$ cat src/rtl/cwma_pkg.sv
// ----------------------------------------------------------------------------
// cwma_pkg
// Shared types and constants for the centered weighted moving average block.
// ----------------------------------------------------------------------------
package cwma_pkg;

    localparam int WEIGHT_BITS   = 18;
    localparam int FRAC_BITS     = 16;
    localparam int WEIGHT_COUNT  = 7;
    localparam int CNT_BITS      = 3;
    localparam int TAP_BITS      = 3;
    localparam int CFG_IDX_BITS  = 3;
    localparam int CFG_DATA_BITS = 18;

    localparam logic [CFG_IDX_BITS-1:0] CFG_TAP_COUNT = 3'd0;
    localparam logic [CFG_IDX_BITS-1:0] CFG_WEIGHT_0  = 3'd1;

    localparam logic [TAP_BITS-1:0]           TAP_RESET    = 3'd7;
    localparam logic signed [WEIGHT_BITS-1:0] WEIGHT_RESET = 18'sd9362;

    typedef logic signed [WEIGHT_BITS-1:0] weight_t;

    typedef struct packed {
        logic                valid;
        logic [CNT_BITS-1:0] reps;
        logic                last;
        logic                short_set;
    } ctrl_t;

endpackage

$ cat src/rtl/cwma_emit.sv
// ----------------------------------------------------------------------------
// cwma_emit
// Output register: sends each result word as many times as its control asks,
// flagging the final repeat.
// ----------------------------------------------------------------------------
module cwma_emit
    import cwma_pkg::*;
#(
    parameter int SAMPLE_BITS = 16
)
(
    input  logic                          clk,
    input  logic                          rst_n,
    input  ctrl_t                         ctrl,
    input  logic signed [SAMPLE_BITS-1:0] value,
    input  logic                          sat,
    output logic                          can_load,
    output logic                          out_valid,
    input  logic                          out_ready,
    output logic signed [SAMPLE_BITS-1:0] smoothed,
    output logic                          run_last,
    output logic                          set_last,
    output logic                          short_set,
    output logic                          saturated
);

    logic                          valid_reg;
    logic                          valid_next;
    logic [CNT_BITS-1:0]           left_reg;
    logic [CNT_BITS-1:0]           left_next;
    logic signed [SAMPLE_BITS-1:0] value_reg;
    logic                          sat_reg;
    logic                          short_reg;
    logic                          last_reg;
    logic                          last_word;
    logic                          take;

    assign last_word = (left_reg == CNT_BITS'(1));
    assign can_load  = !valid_reg || (out_ready && last_word);
    assign take      = can_load && ctrl.valid && (ctrl.reps != '0);

    always_comb
    begin
        valid_next = valid_reg;
        left_next  = left_reg;
        if (take)
        begin
            valid_next = 1'b1;
            left_next  = ctrl.reps;
        end
        else if (valid_reg && out_ready)
        begin
            if (last_word)
            begin
                valid_next = 1'b0;
            end
            else
            begin
                left_next = left_reg - CNT_BITS'(1);
            end
        end
    end

    always_ff @(posedge clk or negedge rst_n)
    begin
        if (!rst_n)
        begin
            valid_reg <= 1'b0;
            left_reg  <= '0;
        end
        else
        begin
            valid_reg <= valid_next;
            left_reg  <= left_next;
        end
    end

    always_ff @(posedge clk)
    begin
        if (take)
        begin
            value_reg <= ctrl.short_set ? '0 : value;
            sat_reg   <= ctrl.short_set ? 1'b0 : sat;
            short_reg <= ctrl.short_set;
            last_reg  <= ctrl.last;
        end
    end

    assign out_valid = valid_reg;
    assign smoothed  = value_reg;
    assign run_last  = last_word;
    assign set_last  = last_word && last_reg;
    assign short_set = short_reg;
    assign saturated = sat_reg;

    a_left_nonzero: assert property (@(posedge clk) disable iff (!rst_n)
        valid_reg |-> left_reg != '0)
        else $error("word pending with no repeats left");

    a_hold_blocks: assert property (@(posedge clk) disable iff (!rst_n)
        !can_load |-> valid_reg)
        else $error("pipeline held with empty output register");

endmodule

$ cat config.mk
export PLATFORM = sky130hd
export DESIGN_NAME = cwma_emit
export DESIGN_NICKNAME = d
export VERILOG_FILES = /design/src/rtl/cwma_pkg.sv /design/src/rtl/cwma_emit.sv
export SDC_FILE = /design/constraint.sdc
export NUM_CORES = 1
export LEC_CHECK = 0
export BUFFER_PORTS_ARGS = -buffer_cell sky130_fd_sc_hd__buf_4
export CORE_AREA = 2 2 48 54
export CTS_BUF_LIST = sky130_fd_sc_hd__clkbuf_8
export DETAILED_ROUTE_END_ITERATION = 6
export DIE_AREA = 0 0 50 56
export GPL_TIMING_DRIVEN = 0
export PLACE_DENSITY = 0.77
export SKIP_LAST_GASP = 1
export SLEW_MARGIN = 20
export SYNTH_ARGS = -nofsm -noshare
export SYNTH_HDL_FRONTEND = slang
export SYNTH_SLANG_ARGS = --single-unit
$ cat constraint.sdc
create_clock -name clk -period 3.4 [get_ports clk]
set_clock_uncertainty 0.15 [all_clocks]
set_input_delay 0 -clock clk [delete_from_list [all_inputs] [get_ports clk]]
set_output_delay 0 -clock clk [all_outputs]
set_load 0.005 [all_outputs]
Yosys cells after proc, flatten, opt, wreduce, memory -nomap -nowiden

Index checks and enable logic that the tools add are counted.

Register bits: 23
Input port bits: 26
Logic and storage cells: 27

$add $sub $neg: 1
Equal/unequal tests: 2
Muxes and demuxes: 6
Reductions and logical operators: 12

Operators by type and width:

| cell                                             | number |
|---|---|
| two-way mux 3 bit                                | 3 |
| logical AND 1 bit                                | 5 |
| AND reduction 2 bit                              | 2 |
| nonzero test 2 bit                               | 2 |
| == test 3 x 1 -> 1 bit, second input constant    | 1 |
| two-way mux 1 bit                                | 3 |
| nonzero test 3 bit                               | 1 |
| subtractor 3 x 1 -> 3 bit, second input constant | 1 |
| != test 2 x 1 -> 1 bit, second input constant    | 1 |
| logical NOT 1 bit                                | 1 |
| logical OR 1 bit                                 | 1 |

Logic depth before layout (Yosys ltp)

Depth in word-level cells: 7
Gate-level depth with buffers: 7

Worst setup path after synthesis

Ideal clock, no wire load.

Path type: register to register
Start: register left_reg[1]
End: register last_reg (enable)
Library setup time: 0.401 ns
Data arrival time: 1.911 ns
Required time: 2.849 ns
Path slack: 0.937 ns
Cell stages (with the launch flop): 7
Buffers on the path: 1
Period minus slack after synthesis: 2.463 ns
Cell sequence: dfrtp_1 inv_1 ha_1 nor2b_2 buf_6 a31oi_4 a21oi_1

Word-level cells in the longest chain between the ends: 5

Ends and longest elaborated chain:

| what                            | RTL line        | text |
|---|---|---|
| start, declared                 | cwma_emit.sv:29 | `logic [CNT_BITS-1:0] left_reg;` |
| start signal, assigned          | cwma_emit.sv:74 | `left_reg <= left_next;` |
| == test 3 x 1 -> 1 bit          | cwma_emit.sv:38 | `assign last_word = (left_reg == CNT_BITS'(1));` |
| named net run_last              | cwma_emit.sv:21 | `output logic run_last,` |
| logical AND 1 bit               | cwma_emit.sv:39 | `assign can_load = !valid_reg \|\| (out_ready && last_word);` |
| logical OR 1 bit                | cwma_emit.sv:39 |  |
| logical AND 1 bit (2 in series) | cwma_emit.sv:40 | `assign take = can_load && ctrl.valid && (ctrl.reps != '0);` |
| named net take                  | cwma_emit.sv:36 | `logic take;` |
| end signal, assigned            | cwma_emit.sv:85 | `last_reg <= ctrl.last;` |
| end, declared                   | cwma_emit.sv:34 | `logic last_reg;` |

The timed path passes the listed nets, and every way through them passes these cells.
A chain may end at the register's enable or synchronous reset.

Final worst setup path

Start: register left_reg[0]
End: register left_reg[0]

Word-level cells in the longest chain between the ends: 7
Elaborated cells between the ends (all ways): 12

Ends and longest elaborated chain:

| what |
|---|
| parallel branches: the longest is 7 deep, another holds subtractor 3 x 1 -> 3 bit |

Parallel ways; which one is timed is not known. The select of a mux whose other input is x is not followed.

==> key figures <==
Placed design
  – GPL Wtd Cong: 0.900
  – Post-DP HPWL: 1.59 mm
  – Area after DPL: 1420 um2
  – PortBufs: 47

Timing
  – Setup TNS Final: 0 ns
  – Pin slew with the least headroom to its limit: 0.474 ns
  – Worst slew margin: 0.684
  – RSZ-0062 raised after global routing: false
  – Final setup viols: 0
  – Fmax: 482 MHz
  – Min Tclk post-route: 2.08 ns
  – Count of final max-slew check failures: 0
  – Final critical-path share of the clock period: 0.610
  – Final Hold Fails: 0

Worst setup path
  – Slowest stage cell on the critical path: dlygate4sd3_1
  – FF-to-FF End: left_reg[0]$_DFFE_PN0P_
  – Reg2reg start: left_reg[0]$_DFFE_PN0P_
  – Arrival time at the worst endpoint: 2.13 ns
  – Setup CP Type: reg2reg
  – Slowest stage delay, CP: 0.56 ns
  – CP Cell Sequence: ha_1, nor2b_2, buf_6, a2bb2oi_1, o21ai_1, a31oi_1, dlygate4sd3_1
  – FF-to-FF setup slack: 1.32 ns
  – CP Capture Type: flip-flop
  – Reg2Reg Depth: 7
  – Worst-path maximum fanout: 8
  – CP Buf/Inv Count: 2
  – Critical Path Source Type: flip-flop
  – Worst path depth: 7
  – CP required: 3.45 ns
  – Cell family with most CP delay: buffers and inverters

Min path
  – Worst Hold End: left_reg[1]$_DFFE_PN0P_
  – Worst Hold Class: in2reg
  – Hold path cells: 4
  – Hold Path Origin: ctrl[2]

CTS
  – Root Buffer: clkbuf_8
  – CTS clk-pin slew, worst paths: 0.08 ns
  – Worst skew pair latency: 0.26 ns
  – CTS tree: yes
  – Cts-stage hold buffer count: 28
  – Clock Path Buffers: 2
  – H-tree levels: 1
  – # resized after CTS: 0
  – Clock Sinks: 23
  – Postcts setup bufs: 0
  – CTS Buf Count: 3

Routing
  – Top sig layer: met4
  – Drt wl/cell: 13.9 um
  – Drc violations: 0
  – DRT Wirelength: 2.61 mm
  – Routed vias: 873
  – Pre-antenna DRT Iters: 2
  – Met3 Wirelength: 130 um
  – WL met2: 1.47 mm
  – Wl on met1: 973 um
  – Vias/cell: 4.67
  – Antenna viol nets, final: 0
  – DR iter-0 viols: 10

Layout
  – Most common cell after layout, fill and taps aside: buf_4
  – Diodes inserted: 0
  – Layout cell share with drive strength beyond 1: 0.369
  – Largest register FFs: 16
  – Fillers: 127
  – Multi-input logic area: 313 um2
  – Cell area after layout: 1750 um2
  – Sequential Area: 671 um2
  – Layout area overhead: 72.6%
  – # nets final: 186
  – Most frequent cells in the layout: buf_4 (47), dlygate4sd3_1 (28), edfxtp_1 (19)

Flow run
  – Max-cap viol count: 0

Pwr
  – LEAKAGE: 0.747 nW
  – Power density cells: 523 nW/um2
  – PnR Total Power: 0.000916 W
  – Peak supply drop: 0.000434 V

Yosys
  – Synth area leader: edfxtp_1
  – Post-synthesis cell area: 1010 um2
  – Synth top area cells: edfxtp_1 (56%), nor2b_1 (10%), dfrtp_1 (9.9%), nand2_1 (2.6%), ha_1 (2.5%)
  – Synth Register Bits: 23
  – Register area share after synthesis: 0.662
  – Yosys warns: 0
  – Async S/R FF share, synth: 0.174
  – Post-synth EDFFs: 19
  – Cells after Synth: 77
  – Cell variety after synth: 24
  – Avg Cell Area, Syn: 13.2 um2
  – Net Count, Synth: 105
  – Post-synth top area share: 0.563
  – Main synth FF type: edfxtp_1

Die
  – Ports: 48
  – Core ar.: 2230 um2
  – Die area: 2800 um2
  – Site Rows: 18
  – Initial Util: 0.455
  – Die X: 50 um
  – Die H: 56 um

Global route
  – GRT Overall Usage: 0.209
  – First-pass GRT wire length: 4.34 mm
  – Pin count of the biggest net entering global routing: 14
  – GRT Residual Overflow: 0
  – Vias in the first global route: 965
  – Initial antenna violation count: 0

Status
  – Status: finished, final reports clean
## tightest hold or removal path, stage by stage
cell and delay (ns):
buf_4 0.11, nor2_1 0.07, o22ai_1 0.14, o21ai_1 0.08
## where the power goes
group / internal [W] / switching (W)
clock network: 0.0000817 / 0.0000890
logic: 0.000198 / 0.000141
registers: 0.000372 / 0.0000336
## cell families (layout without fill, tap and decap cells)
family | count (synthesis) | after routing | synth area share
simple gates | 32 | 32 | 0.180
flops | 23 | 23 | 0.662
compound gates | 13 | 13 | 0.100
buf+inv | 7 | 87 | 0.0333
fa+ha+maj | 2 | 2 | 0.0247
## worst max-delay path by stage
stage	startpoint	end	slack [ns]
4_1_cts	left_reg[0]$_DFFE_PN0P_	left_reg[0]$_DFFE_PN0P_	1.33
3_5_place_dp	left_reg[1]$_DFFE_PN0P_	smoothed[2]$_SDFFCE_PP0P_	1.37
3_3_place_gp	left_reg[1]$_DFFE_PN0P_	smoothed[15]$_SDFFCE_PP0P_	0.60
6_report	left_reg[0]$_DFFE_PN0P_	left_reg[0]$_DFFE_PN0P_	1.32
2_1_floorplan	left_reg[1]$_DFFE_PN0P_	last_reg$_DFFE_PP_	0.94
5_1_grt	left_reg[0]$_DFFE_PN0P_	left_reg[0]$_DFFE_PN0P_	1.12
## synth_stat cells, drive strengths merged, types with 2 or more instances
library cell and instances:
ha 2, inv 5, edfxtp 19, a31oi 3
dfrtp 4, nor3 2, o21ai 4, nor2b 18
nand2 7, o22ai 2
## per-layer routing
layer,up-vias,global-route usage
met5,-,0
li1,429,-
met3,4,0.0565
met1,413,0.223
met2,27,0.380
met4,0,0.0833
## area by class of cell
class                           count  share of cell area
Inverter                            5              0.0107
Clock inverter                      1             0.00286
Timing Repair Buffer               76               0.371
Buffer                              2             0.00858
Multi-Input combinational cell     47               0.179
Clock buffer                        3              0.0236
Sequential cell                    23               0.383
Tap cell                           30              0.0215
## through the flow
step | hold WS, ns | worst slack, ns | utilization | instances
3_5_place_dp | -0.348 | 1.37 | 0.638 | 155
2_1_floorplan | -0.446 | 0.937 | - | 77
6_report | 0.0282 | 1.32 | 0.785 | 187
5_1_grt | 0.0740 | 1.12 | 0.785 | 187
3_3_place_gp | -0.350 | 0.601 | 0.630 | 154
4_1_cts | 0.00509 | 1.33 | 0.785 | 187
(Power assumes the default switching activity.)
