===== src/rtl/cwma_pkg.sv =====
// ----------------------------------------------------------------------------
// cwma_pkg
// Shared types and constants for the centered weighted moving average block.
// ----------------------------------------------------------------------------
package cwma_pkg;

    localparam int WEIGHT_BITS   = 18;
    localparam int FRAC_BITS     = 16;
    localparam int WEIGHT_COUNT  = 7;
    localparam int CNT_BITS      = 3;
    localparam int TAP_BITS      = 3;
    localparam int CFG_IDX_BITS  = 3;
    localparam int CFG_DATA_BITS = 18;

    localparam logic [CFG_IDX_BITS-1:0] CFG_TAP_COUNT = 3'd0;
    localparam logic [CFG_IDX_BITS-1:0] CFG_WEIGHT_0  = 3'd1;

    localparam logic [TAP_BITS-1:0]           TAP_RESET    = 3'd7;
    localparam logic signed [WEIGHT_BITS-1:0] WEIGHT_RESET = 18'sd9362;

    typedef logic signed [WEIGHT_BITS-1:0] weight_t;

    typedef struct packed {
        logic                valid;
        logic [CNT_BITS-1:0] reps;
        logic                last;
        logic                short_set;
    } ctrl_t;

endpackage


===== src/rtl/cwma_cell.sv =====
// ----------------------------------------------------------------------------
// cwma_cell
// One window tap: holds one delayed sample, passes it to the next cell and
// registers the sample times its weight.
// ----------------------------------------------------------------------------
module cwma_cell
    import cwma_pkg::*;
#(
    parameter int SAMPLE_BITS = 16
)
(
    input  logic                                   clk,
    input  logic                                   rst_n,
    input  logic                                   shift_en,
    input  logic                                   pipe_en,
    input  logic                                   tap_on,
    input  logic signed [SAMPLE_BITS-1:0]          sample_in,
    input  weight_t                                weight,
    output logic signed [SAMPLE_BITS-1:0]          sample_out,
    output logic signed [SAMPLE_BITS+WEIGHT_BITS-1:0] product
);

    logic signed [SAMPLE_BITS-1:0]             hold_reg;
    logic signed [SAMPLE_BITS+WEIGHT_BITS-1:0] product_reg;
    logic signed [SAMPLE_BITS+WEIGHT_BITS-1:0] product_next;

    always_comb
    begin
        product_next = '0;
        if (tap_on)
        begin
            product_next = sample_in * weight;
        end
    end

    always_ff @(posedge clk or negedge rst_n)
    begin
        if (!rst_n)
        begin
            hold_reg <= '0;
        end
        else if (shift_en)
        begin
            hold_reg <= sample_in;
        end
    end

    always_ff @(posedge clk)
    begin
        if (pipe_en)
        begin
            product_reg <= product_next;
        end
    end

    assign sample_out = hold_reg;
    assign product    = product_reg;

endmodule


===== config.mk =====
export PLATFORM = sky130hd
export DESIGN_NAME = cwma_cell
export DESIGN_NICKNAME = d
export VERILOG_FILES = /design/src/rtl/cwma_pkg.sv /design/src/rtl/cwma_cell.sv
export SDC_FILE = /design/constraint.sdc
export NUM_CORES = 1
export LEC_CHECK = 0
export BUFFER_PORTS_ARGS = -buffer_cell sky130_fd_sc_hd__clkbuf_2
export CORE_ASPECT_RATIO = 0.8
export CORE_MARGIN = 1
export CORE_UTILIZATION = 60
export CTS_BUF_LIST = sky130_fd_sc_hd__clkbuf_4 sky130_fd_sc_hd__clkbuf_8
export DETAILED_ROUTE_END_ITERATION = 8
export PLACE_DENSITY_LB_ADDON = 0.1
export SYNTH_ARGS = -nofsm -noshare
export SYNTH_HDL_FRONTEND = slang
export SYNTH_SLANG_ARGS = --single-unit

===== constraint.sdc =====
create_clock -name clk -period 2.1 [get_ports clk]
set_clock_uncertainty 0.2 [all_clocks]
set_input_delay 0.42 -clock clk [delete_from_list [all_inputs] [get_ports clk]]
set_output_delay 0.42 -clock clk [all_outputs]
set_load 0.01 [all_outputs]

# ---- Word-level counts from Yosys, hierarchy flattened
# Index checks and enable logic that the tools add are counted.
dict set report op_classes {
  multipliers 1
}
# op n
set ops {}
lappend ops {{multiplier 16 x 18 -> 34 bit} 1}
dict set report totals {
  register_bits 50
  input_bits 39
  out_inout_bits 50
  wordCells 3
}

# ---- Depth between registers and ports, before layout
# Gate-level depths: netlist of the first run.
dict set report logic_depth {
  word_depth 1
  depth_mapped 24
  mapped_depth_nobuf 23
}

# ---- Least setup slack after synthesis of the first run
# No wires, ideal clock.
dict set report synth_path {
  path_type {input to register}
  start {in sample_in[7]}
  end {reg product_reg[32] (netlist: product[32]) (data pin)}
  setup_ps 135
  t_arrival_ps 6238
  required_time_ps 1765
  slack_ps -4473
  cell_stages 23
  n_path_buf 2
  path_cell_list {clkbuf_1 clkbuf_1 nand2_1 fa_1 inv_1 fa_1 inv_1 fa_1 inv_1 fa_1 fa_1 inv_1 fa_1 inv_1 ha_1 and3_1 a221o_1 a21oi_2 a21oi_2 o41ai_4 o21ai_2 a2111o_1 nand3_1}
}
dict set report synth_between {
  elab_chain_cells 1
}
# item line_no
set synth_lines {}
lappend synth_lines {{start: declaration} cwma_cell.sv:17} ;# input logic signed [SAMPLE_BITS-1:0] sample_in,
lappend synth_lines {{multiplier 16 x 18 -> 34 bit} cwma_cell.sv:32} ;# product_next = sample_in * weight;
lappend synth_lines {{end signal: assignment} cwma_cell.sv:52} ;# product_reg <= product_next;
lappend synth_lines {{end: declaration} cwma_cell.sv:24} ;# logic signed [SAMPLE_BITS+WEIGHT_BITS-1:0] product_reg;
# No other way between the ends.
# A chain may end at the register's enable or synchronous reset.

# ---- Final worst setup path of the first run
dict set report layout_path {
  start {in weight[10]}
  end {reg product_reg[33] (netlist: product[33]) (data pin)}
}
dict set report layout_between {
  elab_chain_cells 1
}
# item line_no
set layout_lines {}
lappend layout_lines {{start: declaration} cwma_cell.sv:18} ;# input weight_t weight,
lappend layout_lines {{multiplier 16 x 18 -> 34 bit} cwma_cell.sv:32}
# No other way between the ends.

==> summary.md, run 1 <==
| Metric | Value |
|---|---|
| Nets | 1988 |
| GRT overflow | 0 |
| Crit-path cells | buf_8 > and2_4 > fa_1 > inv_2 > fa_2 > fa_1 > inv_2 > fa_1 > fa_1 > inv_1 > fa_1 > inv_2 > ha_4 > and3_4 > a31oi_4 > a21oi_2 > o311a_4 > o31ai_4 > a211o_1 > o21ai_2 > mux2_4 |
| CP required | 2010 ps |
| Drt first pass iters | 5 |
| Worst slew margin | 65.85% |
| TritonCTS clock tree | built |
| CP top delay family | adder cells |
| Seq/Total Area, Yosys | 11.27% |
| Worst Hold Class | in2reg |
| Die Span Y | 131.7 um |
| Cts bufs inserted | 5 |
| Slowest stage delay, CP | 550 ps |
| Clk sinks | 50 |
| Clk pin slew, worst setup/hold paths | 110 ps |
| Maxcap violations | 0 |
| Synth Instances | 1316 |
| Via count | 9993 |
| N_diodes | 0 |
| Final Setup Violations | 31 |
| Share of layout cells above drive strength 1 | 32.08% |
| Crit-path slowest cell | fa_1 |
| Fin. max-slew vios | 0 |
| Failing checks | setup timing |
| Area growth, synth to finish | 30.67% |
| Async S/R FF share, synth | 32.00% |
| DR vias/cell | 5.422 |
| Final hold violations | 0 |
| Die area | 21620 um2 |
| Syn Area/Cell | 9.587 um2 |
| First-pass GRT wire length | 54.92 mm |
| Ys Warns | 0 |
| Commonest cells post-synth | inv_1, fa_1, nand2_1 |
| Top area cells in the synthesized netlist | fa_1, inv_1, ha_1, edfxtp_1, and2_1 |
| WS Path Type | in2reg |
| PortBufs | 88 |
| Largest area contributor in the netlist | fa_1 |
| GRT Overall Usage | 33.67% |
| Fin crit period | 6023 ps |
| H-tree levels | 2 |
| Post-synth EDFFs | 34 |
| Core Rows | 47 |
| Worst slew pin tran | 512.2 ps |
| Vias in the first global route | 11060 |
| Initial antenna violation count | 0 |
| Core Area | 20640 um2 |
| Synth top area share | 46.01% |
| Top_reg_cell synth | edfxtp_1 |
| Post-synth net total | 1731 |
| Die width | 164.1 um |
| Most frequent cell after synthesis | inv_1 |
| Post-DP HPWL | 27.59 mm |
| Startpoint types | input pin |
| Largest net degree at the start of global routing | 35 |
| Initial core utilization | 61.13% |
| Dpl cell area | 15140 um2 |
| RSZ-0062 raised after global routing | yes |
| Routability cong. | 0.9190 |
| Yosys cell types | 50 |
| Clock Root Buffer | clkbuf_8 |
| Antenna-violating nets left | 0 |
| Worst setup margin | -3923 ps |
| Most used cell, CP | fa_1 |
| Largest register FFs | 34 |
| DRT iter0 DRCs | 553 |
| Clock tree buffer depth | 2 |
| Final instance area | 16490 um2 |
| DRC Markers | 0 |
| Worst Path Buf+Inv | 5 |
| Worst-Skew Late Latency | 340 ps |
| Post-Route WL | 35.45 mm |
| CP max FO | 8 |
| Status | finished with violations |
| IO Count | 89 |
| #FFs+latches synth | 50 |
| Synth Cell Area | 12620 um2 |
| Critical path endpoint category | flop |
| Wirelength per Cell | 19.23 um |
| Data arrival, critical path | 5930 ps |
| Fmax | 166.0 MHz |
| Tcrit/Tclk final | 286.8% |
==> metal layers <==
layer  wire length, um  global-route usage (%)  vias to the layer above
met2             18620                   60.99                      370
met1             13100                   39.82                     5135
li1                  -                       -                     4367
met4              1790                   13.84                        0
met3              1934                   4.766                      121
met5                 0                       0                        -
==> path summary, 6_finish.rpt <==
path,cells after the start,startpoint,to,slack (ps)
hold reg to reg,1,sample_out[7],sample_out[7],320
setup / recovery,21,weight[10],product[33],-3920
setup reg to reg,1,sample_out[1],sample_out[1],1120
min in group asynchronous,2,rst_n,sample_out[10],330
max in group asynchronous,2,rst_n,sample_out[15],1070
hold / removal,3,sample_in[4],sample_out[4],270
==> what timing repair did <==
action / CTS / global route
hold endpoints to repair: 16 / 0
gates cloned: 1 / 2
resized for setup: 150 / 96
pin swaps: 79 / 77
hold buffers: 1 / 0
setup endpoints to repair: 32 / 31
setup buffers: 12 / 15
==> final cells by class <==
type / count / area (um2)
fill: 1259 / 4154
inverter: 342 / 1286
clock inverter: 3 / 28.78
timing repair buffer: 299 / 2618
tap: 269 / 336.6
clock buffer: 5 / 68.82
sequential: 50 / 1421
multi-input combinational: 875 / 10730
==> placed cells by master, fill, tap and decap left out, types with 4 or more instances in the layout <==
master       n
nand2_2      7
clkbuf_16    9
nor3_1       6
nand2_1    153
o21ai_2      7
mux2_2      16
xor2_1       9
and3_4       4
clkbuf_8    15
a21oi_2     10
xnor2_1     11
a21oi_1      7
ha_1        51
nand2_4      6
buf_12       9
buf_6       32
fa_2        16
nor2_1      37
clkbuf_2    56
fa_1       274
inv_2       27
dfrtp_1     16
edfxtp_1    34
buf_8        8
buf_4      170
ha_4        34
xnor2_2      7
a21o_1      10
and2_1     103
and2_4      27
inv_1      313
nand2b_1    10
==> kinds of logic (layout without fill, tap and decap cells) <==
group	after synthesis	after routing	share of synthesized area (%)
flops	50	50	11.27
compound gates	73	73	4.165
mux	20	20	1.755
buf+inv	391	649	11.69
xor+xnor	30	30	2.082
fa+ha+maj	376	376	54.54
simple gates	376	376	14.50
==> stage by stage <==
stage	std cells	setup TNS, ps	utilization [%]	setup WS, ps	hold WS, ps
finish	1843	-98710	79.88	-3923	271.5
floorplan	1316	-96320	-	-4003	-75.59
global route	1843	-101610	79.88	-4032	271.4
CTS	1830	-96880	77.66	-3836	314.7
global placement	1809	-112450	73.35	-4366	166.6
detailed placement	1809	-114770	73.35	-4483	175.6
Power of run 1 is left out: the tool's default activity adds up to more than one toggle a clock period on the data nets, which glitch-free logic cannot reach.
==> run 2, diff against run 1 <==
--- a/config.mk
+++ b/config.mk
@@ -6,6 +6,7 @@
 export NUM_CORES = 1
 export LEC_CHECK = 0
 export BUFFER_PORTS_ARGS = -buffer_cell sky130_fd_sc_hd__clkbuf_2
+export CAP_MARGIN = 20
 export CORE_ASPECT_RATIO = 0.8
 export CORE_MARGIN = 1
 export CORE_UTILIZATION = 60
==> constraint.sdc (replaced) <==
create_clock -name clk -period 2.1 [get_ports clk]
set_clock_uncertainty 0.2 [all_clocks]
set_input_delay 0.315 -clock clk [delete_from_list [all_inputs] [get_ports clk]]
set_output_delay 0.315 -clock clk [all_outputs]
set_load 0.01 [all_outputs]
==> run 2 against run 1 <==
Effect of this change: register-to-register slack is essentially flat; the flow still finishes with violations (setup timing); sequential cell count did not move; routed wire length grew 5.2%.
==> summary.md, run 2 (same netlist as run 1, synthesis figures left out) <==
| Metric | Value |
|---|---|
| Initial core utilization | 61.13% |
| GRT overflow | 0 |
| Tcrit/Tclk final | 283.3% |
| Failing checks | setup timing |
| Startpoint types | input pin |
| Largest net degree at the start of global routing | 35 |
| Most frequent cells in the layout | inv_1, fa_1, buf_4 |
| Worst slew margin | 66.66% |
| DRT iter0 DRCs | 489 |
| Worst Hold Class | in2reg |
| CP max FO | 7 |
| Worst slew pin tran | 500.1 ps |
| Core Rows | 47 |
| Clk pin slew, worst setup/hold paths | 110 ps |
| First-pass GRT wire length | 56.54 mm |
| Hold Slack | 170.4 ps |
| DR vias/cell | 5.437 |
| CP required | 1990 ps |
| Nets | 2015 |
| Core Area | 20640 um2 |
| Wirelength per Cell | 19.94 um |
| Worst Path Buf+Inv | 5 |
| Die Span Y | 131.7 um |
| Fmax | 168.1 MHz |
| DRC Markers | 0 |
| Crit-path slowest cell | fa_1 |
| Post-DP HPWL | 27.54 mm |
| Largest register FFs | 34 |
| Area growth, synth to finish | 35.66% |
| Vias in the first global route | 11494 |
| Maxcap violations | 0 |
| Clock tree buffer depth | 2 |
| Via count | 10168 |
| Final core utilization | 82.92% |
| Fin crit period | 5950 ps |
| Final hold violations | 0 |
| Clock Root Buffer | clkbuf_8 |
| Cts bufs inserted | 5 |
| Setup TNS | -97610 ps |
| Final Setup Violations | 32 |
| CP top delay family | adder cells |
| TritonCTS clock tree | built |
| PortBufs | 88 |
| Post-Route WL | 37.29 mm |
| Worst-Skew Late Latency | 320 ps |
| Crit-path cells | clkbuf_8 > buf_6 > nand2_1 > fa_1 > fa_2 > fa_2 > fa_1 > inv_1 > fa_1 > inv_1 > fa_1 > inv_2 > ha_4 > and3_4 > a31oi_4 > a21oi_2 > o311a_4 > o31ai_4 > a211o_1 > o21ai_2 > mux2_4 |
| RSZ-0062 raised after global routing | yes |
| N_diodes | 0 |
| GRT Overall Usage | 34.44% |
| WS Path Type | in2reg |
| Drt first pass iters | 5 |
| Worst setup margin | -3850 ps |
| Initial antenna violation count | 0 |
| Most used cell, CP | fa_1 |
| Fin. max-slew vios | 0 |
| Data arrival, critical path | 5840 ps |
| Status | finished with violations |
| Place WS | -4355 ps |
| Slowest stage delay, CP | 590 ps |
| Die area | 21620 um2 |
| Clk sinks | 50 |
| Routability cong. | 0.9074 |
| Critical path endpoint category | flop |
| Die width | 164.1 um |
| Filler instances | 1155 |
| Commonest non-fill, non-tap cell in the layout | inv_1 |
| H-tree levels | 2 |
| Share of layout cells above drive strength 1 | 36.41% |
| Antenna-violating nets left | 0 |
| IO Count | 89 |
-- run 2: cell count changes in the layout (fill, tap and decap cells not counted), sizes merged --
cell    before  now
buf        220  247
clkinv       2    3
inv        343  342
-- run 2: final cells by class --
cell class,instances,area [um2],area share [%]
timing repair buffer,326,3030,17.70
clock buffer,5,68.82,0.4020
clock inverter,3,28.78,0.1681
inverter,342,1289,7.529
sequential,50,1421,8.304
multi-input combinational,875,10940,63.93
tap,269,336.6,1.966
-- run 2: tightest hold or removal path, stage by stage --
cell	delay [ps]
buf_12	110
buf_4	110
mux2_2	130
-- run 2: metrics by stage --
step,instances,cell area [um2]
after detailed placement,1813,15150
after CTS,1846,16400
after global routing,1870,17120
after floorplan,1316,13370
final,1870,17120
after global placement,1813,15150
-- run 2: worst paths after layout --
kind / startpoint / end / slack [ps] / cells after the start
hold reg to reg: sample_out[9] / sample_out[9] / 320 / 1
setup / recovery: weight[8] / product[33] / -3850 / 21
setup reg to reg: sample_out[1] / sample_out[1] / 1110 / 1
min in group asynchronous: rst_n / sample_out[10] / 250 / 2
max in group asynchronous: rst_n / sample_out[6] / 1140 / 2
hold / removal: sample_in[14] / sample_out[14] / 170 / 3
-- run 2: routing by layer --
| layer | wire length (um) | up-vias | track usage [%] |
|---|---|---|---|
| met2 | 19440 | 411 | 61.65 |
| met1 | 13250 | 5195 | 40.90 |
| met5 | 0 | - | 0 |
| met4 | 2237 | 0 | 15.28 |
| met3 | 2364 | 138 | 4.956 |
| li1 | - | 4424 | - |
-- run 2: what timing repair did --
| item | CTS | global route |
|---|---|---|
| gates cloned | 1 | 3 |
| buffers inserted | 25 | 34 |
| gates resized for setup | 193 | 163 |
| hold buffers | 1 | 0 |
| pin swaps | 89 | 102 |
| endpoints found under the setup margin | 32 | 31 |
| hold endpoints to repair | 16 | 0 |
Power of run 2 is left out for the same reason.
==> run 3, diff against run 2 <==
--- a/config.mk
+++ b/config.mk
@@ -10,7 +10,7 @@
 export CORE_ASPECT_RATIO = 0.8
 export CORE_MARGIN = 1
 export CORE_UTILIZATION = 60
-export CTS_BUF_LIST = sky130_fd_sc_hd__clkbuf_4 sky130_fd_sc_hd__clkbuf_8
+export CTS_BUF_LIST = sky130_fd_sc_hd__clkbuf_4
 export DETAILED_ROUTE_END_ITERATION = 8
 export PLACE_DENSITY_LB_ADDON = 0.1
 export SYNTH_ARGS = -nofsm -noshare
==> run 3 against run 2 <==
Effect of this change: the flow still finishes with violations (setup timing); sequential share of layout area rose by 0.11 points; routed wire length decreased by 4.2%; first-iteration DRC count is 4.5% higher; count of clock-buffer cells in the layout stayed put; worst setup slack improved by 140 ps; hold slack worse by 94 ps; register-to-register slack is essentially flat; global-route usage hardly changed; non-clock buffer count shrank 5; cell area fell by 1.3%.
==> summary.md, run 3 (same netlist as run 1, synthesis figures left out) <==
| Metric | Value |
|---|---|
| Maxcap violations | 0 |
| Cts bufs inserted | 5 |
| Clk pin slew, worst setup/hold paths | 170 ps |
| Fin. max-slew vios | 0 |
| CP top delay family | adder cells |
| DRC Markers | 0 |
| Initial core utilization | 61.13% |
| Clk sinks | 50 |
| Nets | 2010 |
| Largest net degree at the start of global routing | 35 |
| Share of layout cells above drive strength 1 | 35.65% |
| Worst slew margin | 68.75% |
| DRT iter0 DRCs | 511 |
| PortBufs | 88 |
| Most frequent cells in the layout | inv_1, fa_1, buf_4 |
| Wirelength per Cell | 19.13 um |
| Slowest stage delay, CP | 550 ps |
| Worst-Skew Late Latency | 400 ps |
| Post-Route WL | 35.72 mm |
| WS Path Type | in2reg |
| Failing checks | setup timing |
| Vias in the first global route | 11552 |
| Routability cong. | 0.9074 |
| Worst Path Buf+Inv | 6 |
| Critical path endpoint category | flop |
| Initial antenna violation count | 1 |
| Fin crit period | 5806 ps |
| Final hold violations | 0 |
| CP required | 2090 ps |
| Crit-path cells | clkbuf_16 > buf_6 > and2_1 > fa_1 > inv_2 > fa_2 > inv_2 > fa_1 > fa_2 > fa_1 > inv_1 > fa_1 > inv_2 > ha_4 > and3_4 > nand2_1 > a21oi_2 > o311a_4 > o31ai_4 > a211o_1 > o21ai_2 > mux2_4 |
| DR vias/cell | 5.395 |
| H-tree levels | 2 |
| Core Rows | 47 |
| Via count | 10072 |
| Drt first pass iters | 5 |
| Dpl cell area | 15150 um2 |
| Worst setup margin | -3706 ps |
| Fmax | 172.2 MHz |
| TritonCTS clock tree | built |
| Status | finished with violations |
| Worst slew pin tran | 468.8 ps |
| Antenna-violating nets left | 0 |
| Die area | 21620 um2 |
| CP max FO | 5 |
| Worst Hold Class | in2reg |
| GRT overflow | 0 |
| RSZ-0062 raised after global routing | yes |
| Most used cell, CP | fa_1 |
| Post-DP HPWL | 27.54 mm |
| Tcrit/Tclk final | 276.5% |
| Crit-path slowest cell | fa_1 |
| Die Span Y | 131.7 um |
| Area growth, synth to finish | 33.95% |
| Final Setup Violations | 31 |
| IO Count | 89 |
| Final instance area | 16900 um2 |
| Clock Root Buffer | clkbuf_4 |
| Commonest non-fill, non-tap cell in the layout | inv_1 |
| Clock tree buffer depth | 2 |
| Die width | 164.1 um |
| Startpoint types | input pin |
| First-pass GRT wire length | 56.61 mm |
| Data arrival, critical path | 5790 ps |
| Place WS | -4355 ps |
| Largest register FFs | 34 |
| Core Area | 20640 um2 |
| GRT Overall Usage | 34.45% |
==> run 3: cell types whose count changed in the layout (fill, tap and decap cells not counted), moves of 3 or more <==
cell	before	now
clkbuf_4	2	6
nand2_1	142	145
buf_6	59	39
clkbuf_8	12	7
inv_2	41	37
buf_4	165	182
inv_1	298	303
==> run 3: area by class of cell <==
cell class	instances	area, um2
multi-input combinational	875	10900
fill	1200	3740
timing repair buffer	321	2885
sequential	50	1421
inverter	342	1286
tap	269	336.6
clock buffer	5	37.54
clock inverter	3	28.78
antenna	2	5.005
==> run 3: through the flow <==
step	TNS (ps)	hold slack, ps	utilization (%)	std cells
global route	-95040	57.37	81.87	1866
global placement	-109390	60.94	73.38	1813
detailed placement	-111120	74.06	73.38	1813
finish	-92450	76.90	81.88	1867
CTS	-91260	107.3	79.31	1845
floorplan	-93070	-180.6	-	1316
==> run 3: worst paths after layout <==
check	startpoint	cells after the start	slack, ps	to
worst max-delay path	sample_in[4]	22	-3710	product[33]
worst min-delay path	sample_in[14]	3	80	sample_out[14]
worst max register to register	sample_out[0]	1	1120	sample_out[0]
worst min register to register	sample_out[9]	1	330	sample_out[9]
max in group asynchronous	rst_n	2	1240	sample_out[6]
min in group asynchronous	rst_n	2	160	sample_out[2]
==> run 3: what timing repair did <==
action,in CTS,in global routing
pin swaps,81,97
buffers inserted,24,27
resized for setup,194,129
gates cloned,1,0
hold buffers,1,0
hold endpoints to repair,16,0
setup endpoints to repair,31,31
==> run 3: metal layers <==
metal / global-route usage [%] / part of all wire (%) / vias up
li1: - / - / 4417
met1: 40.59 / 37 / 5180
met2: 61.56 / 52 / 339
met3: 5.051 / 4.8 / 136
met4: 16.10 / 6.0 / 0
met5: 0 / 0 / -
Power of run 3 is left out for the same reason.
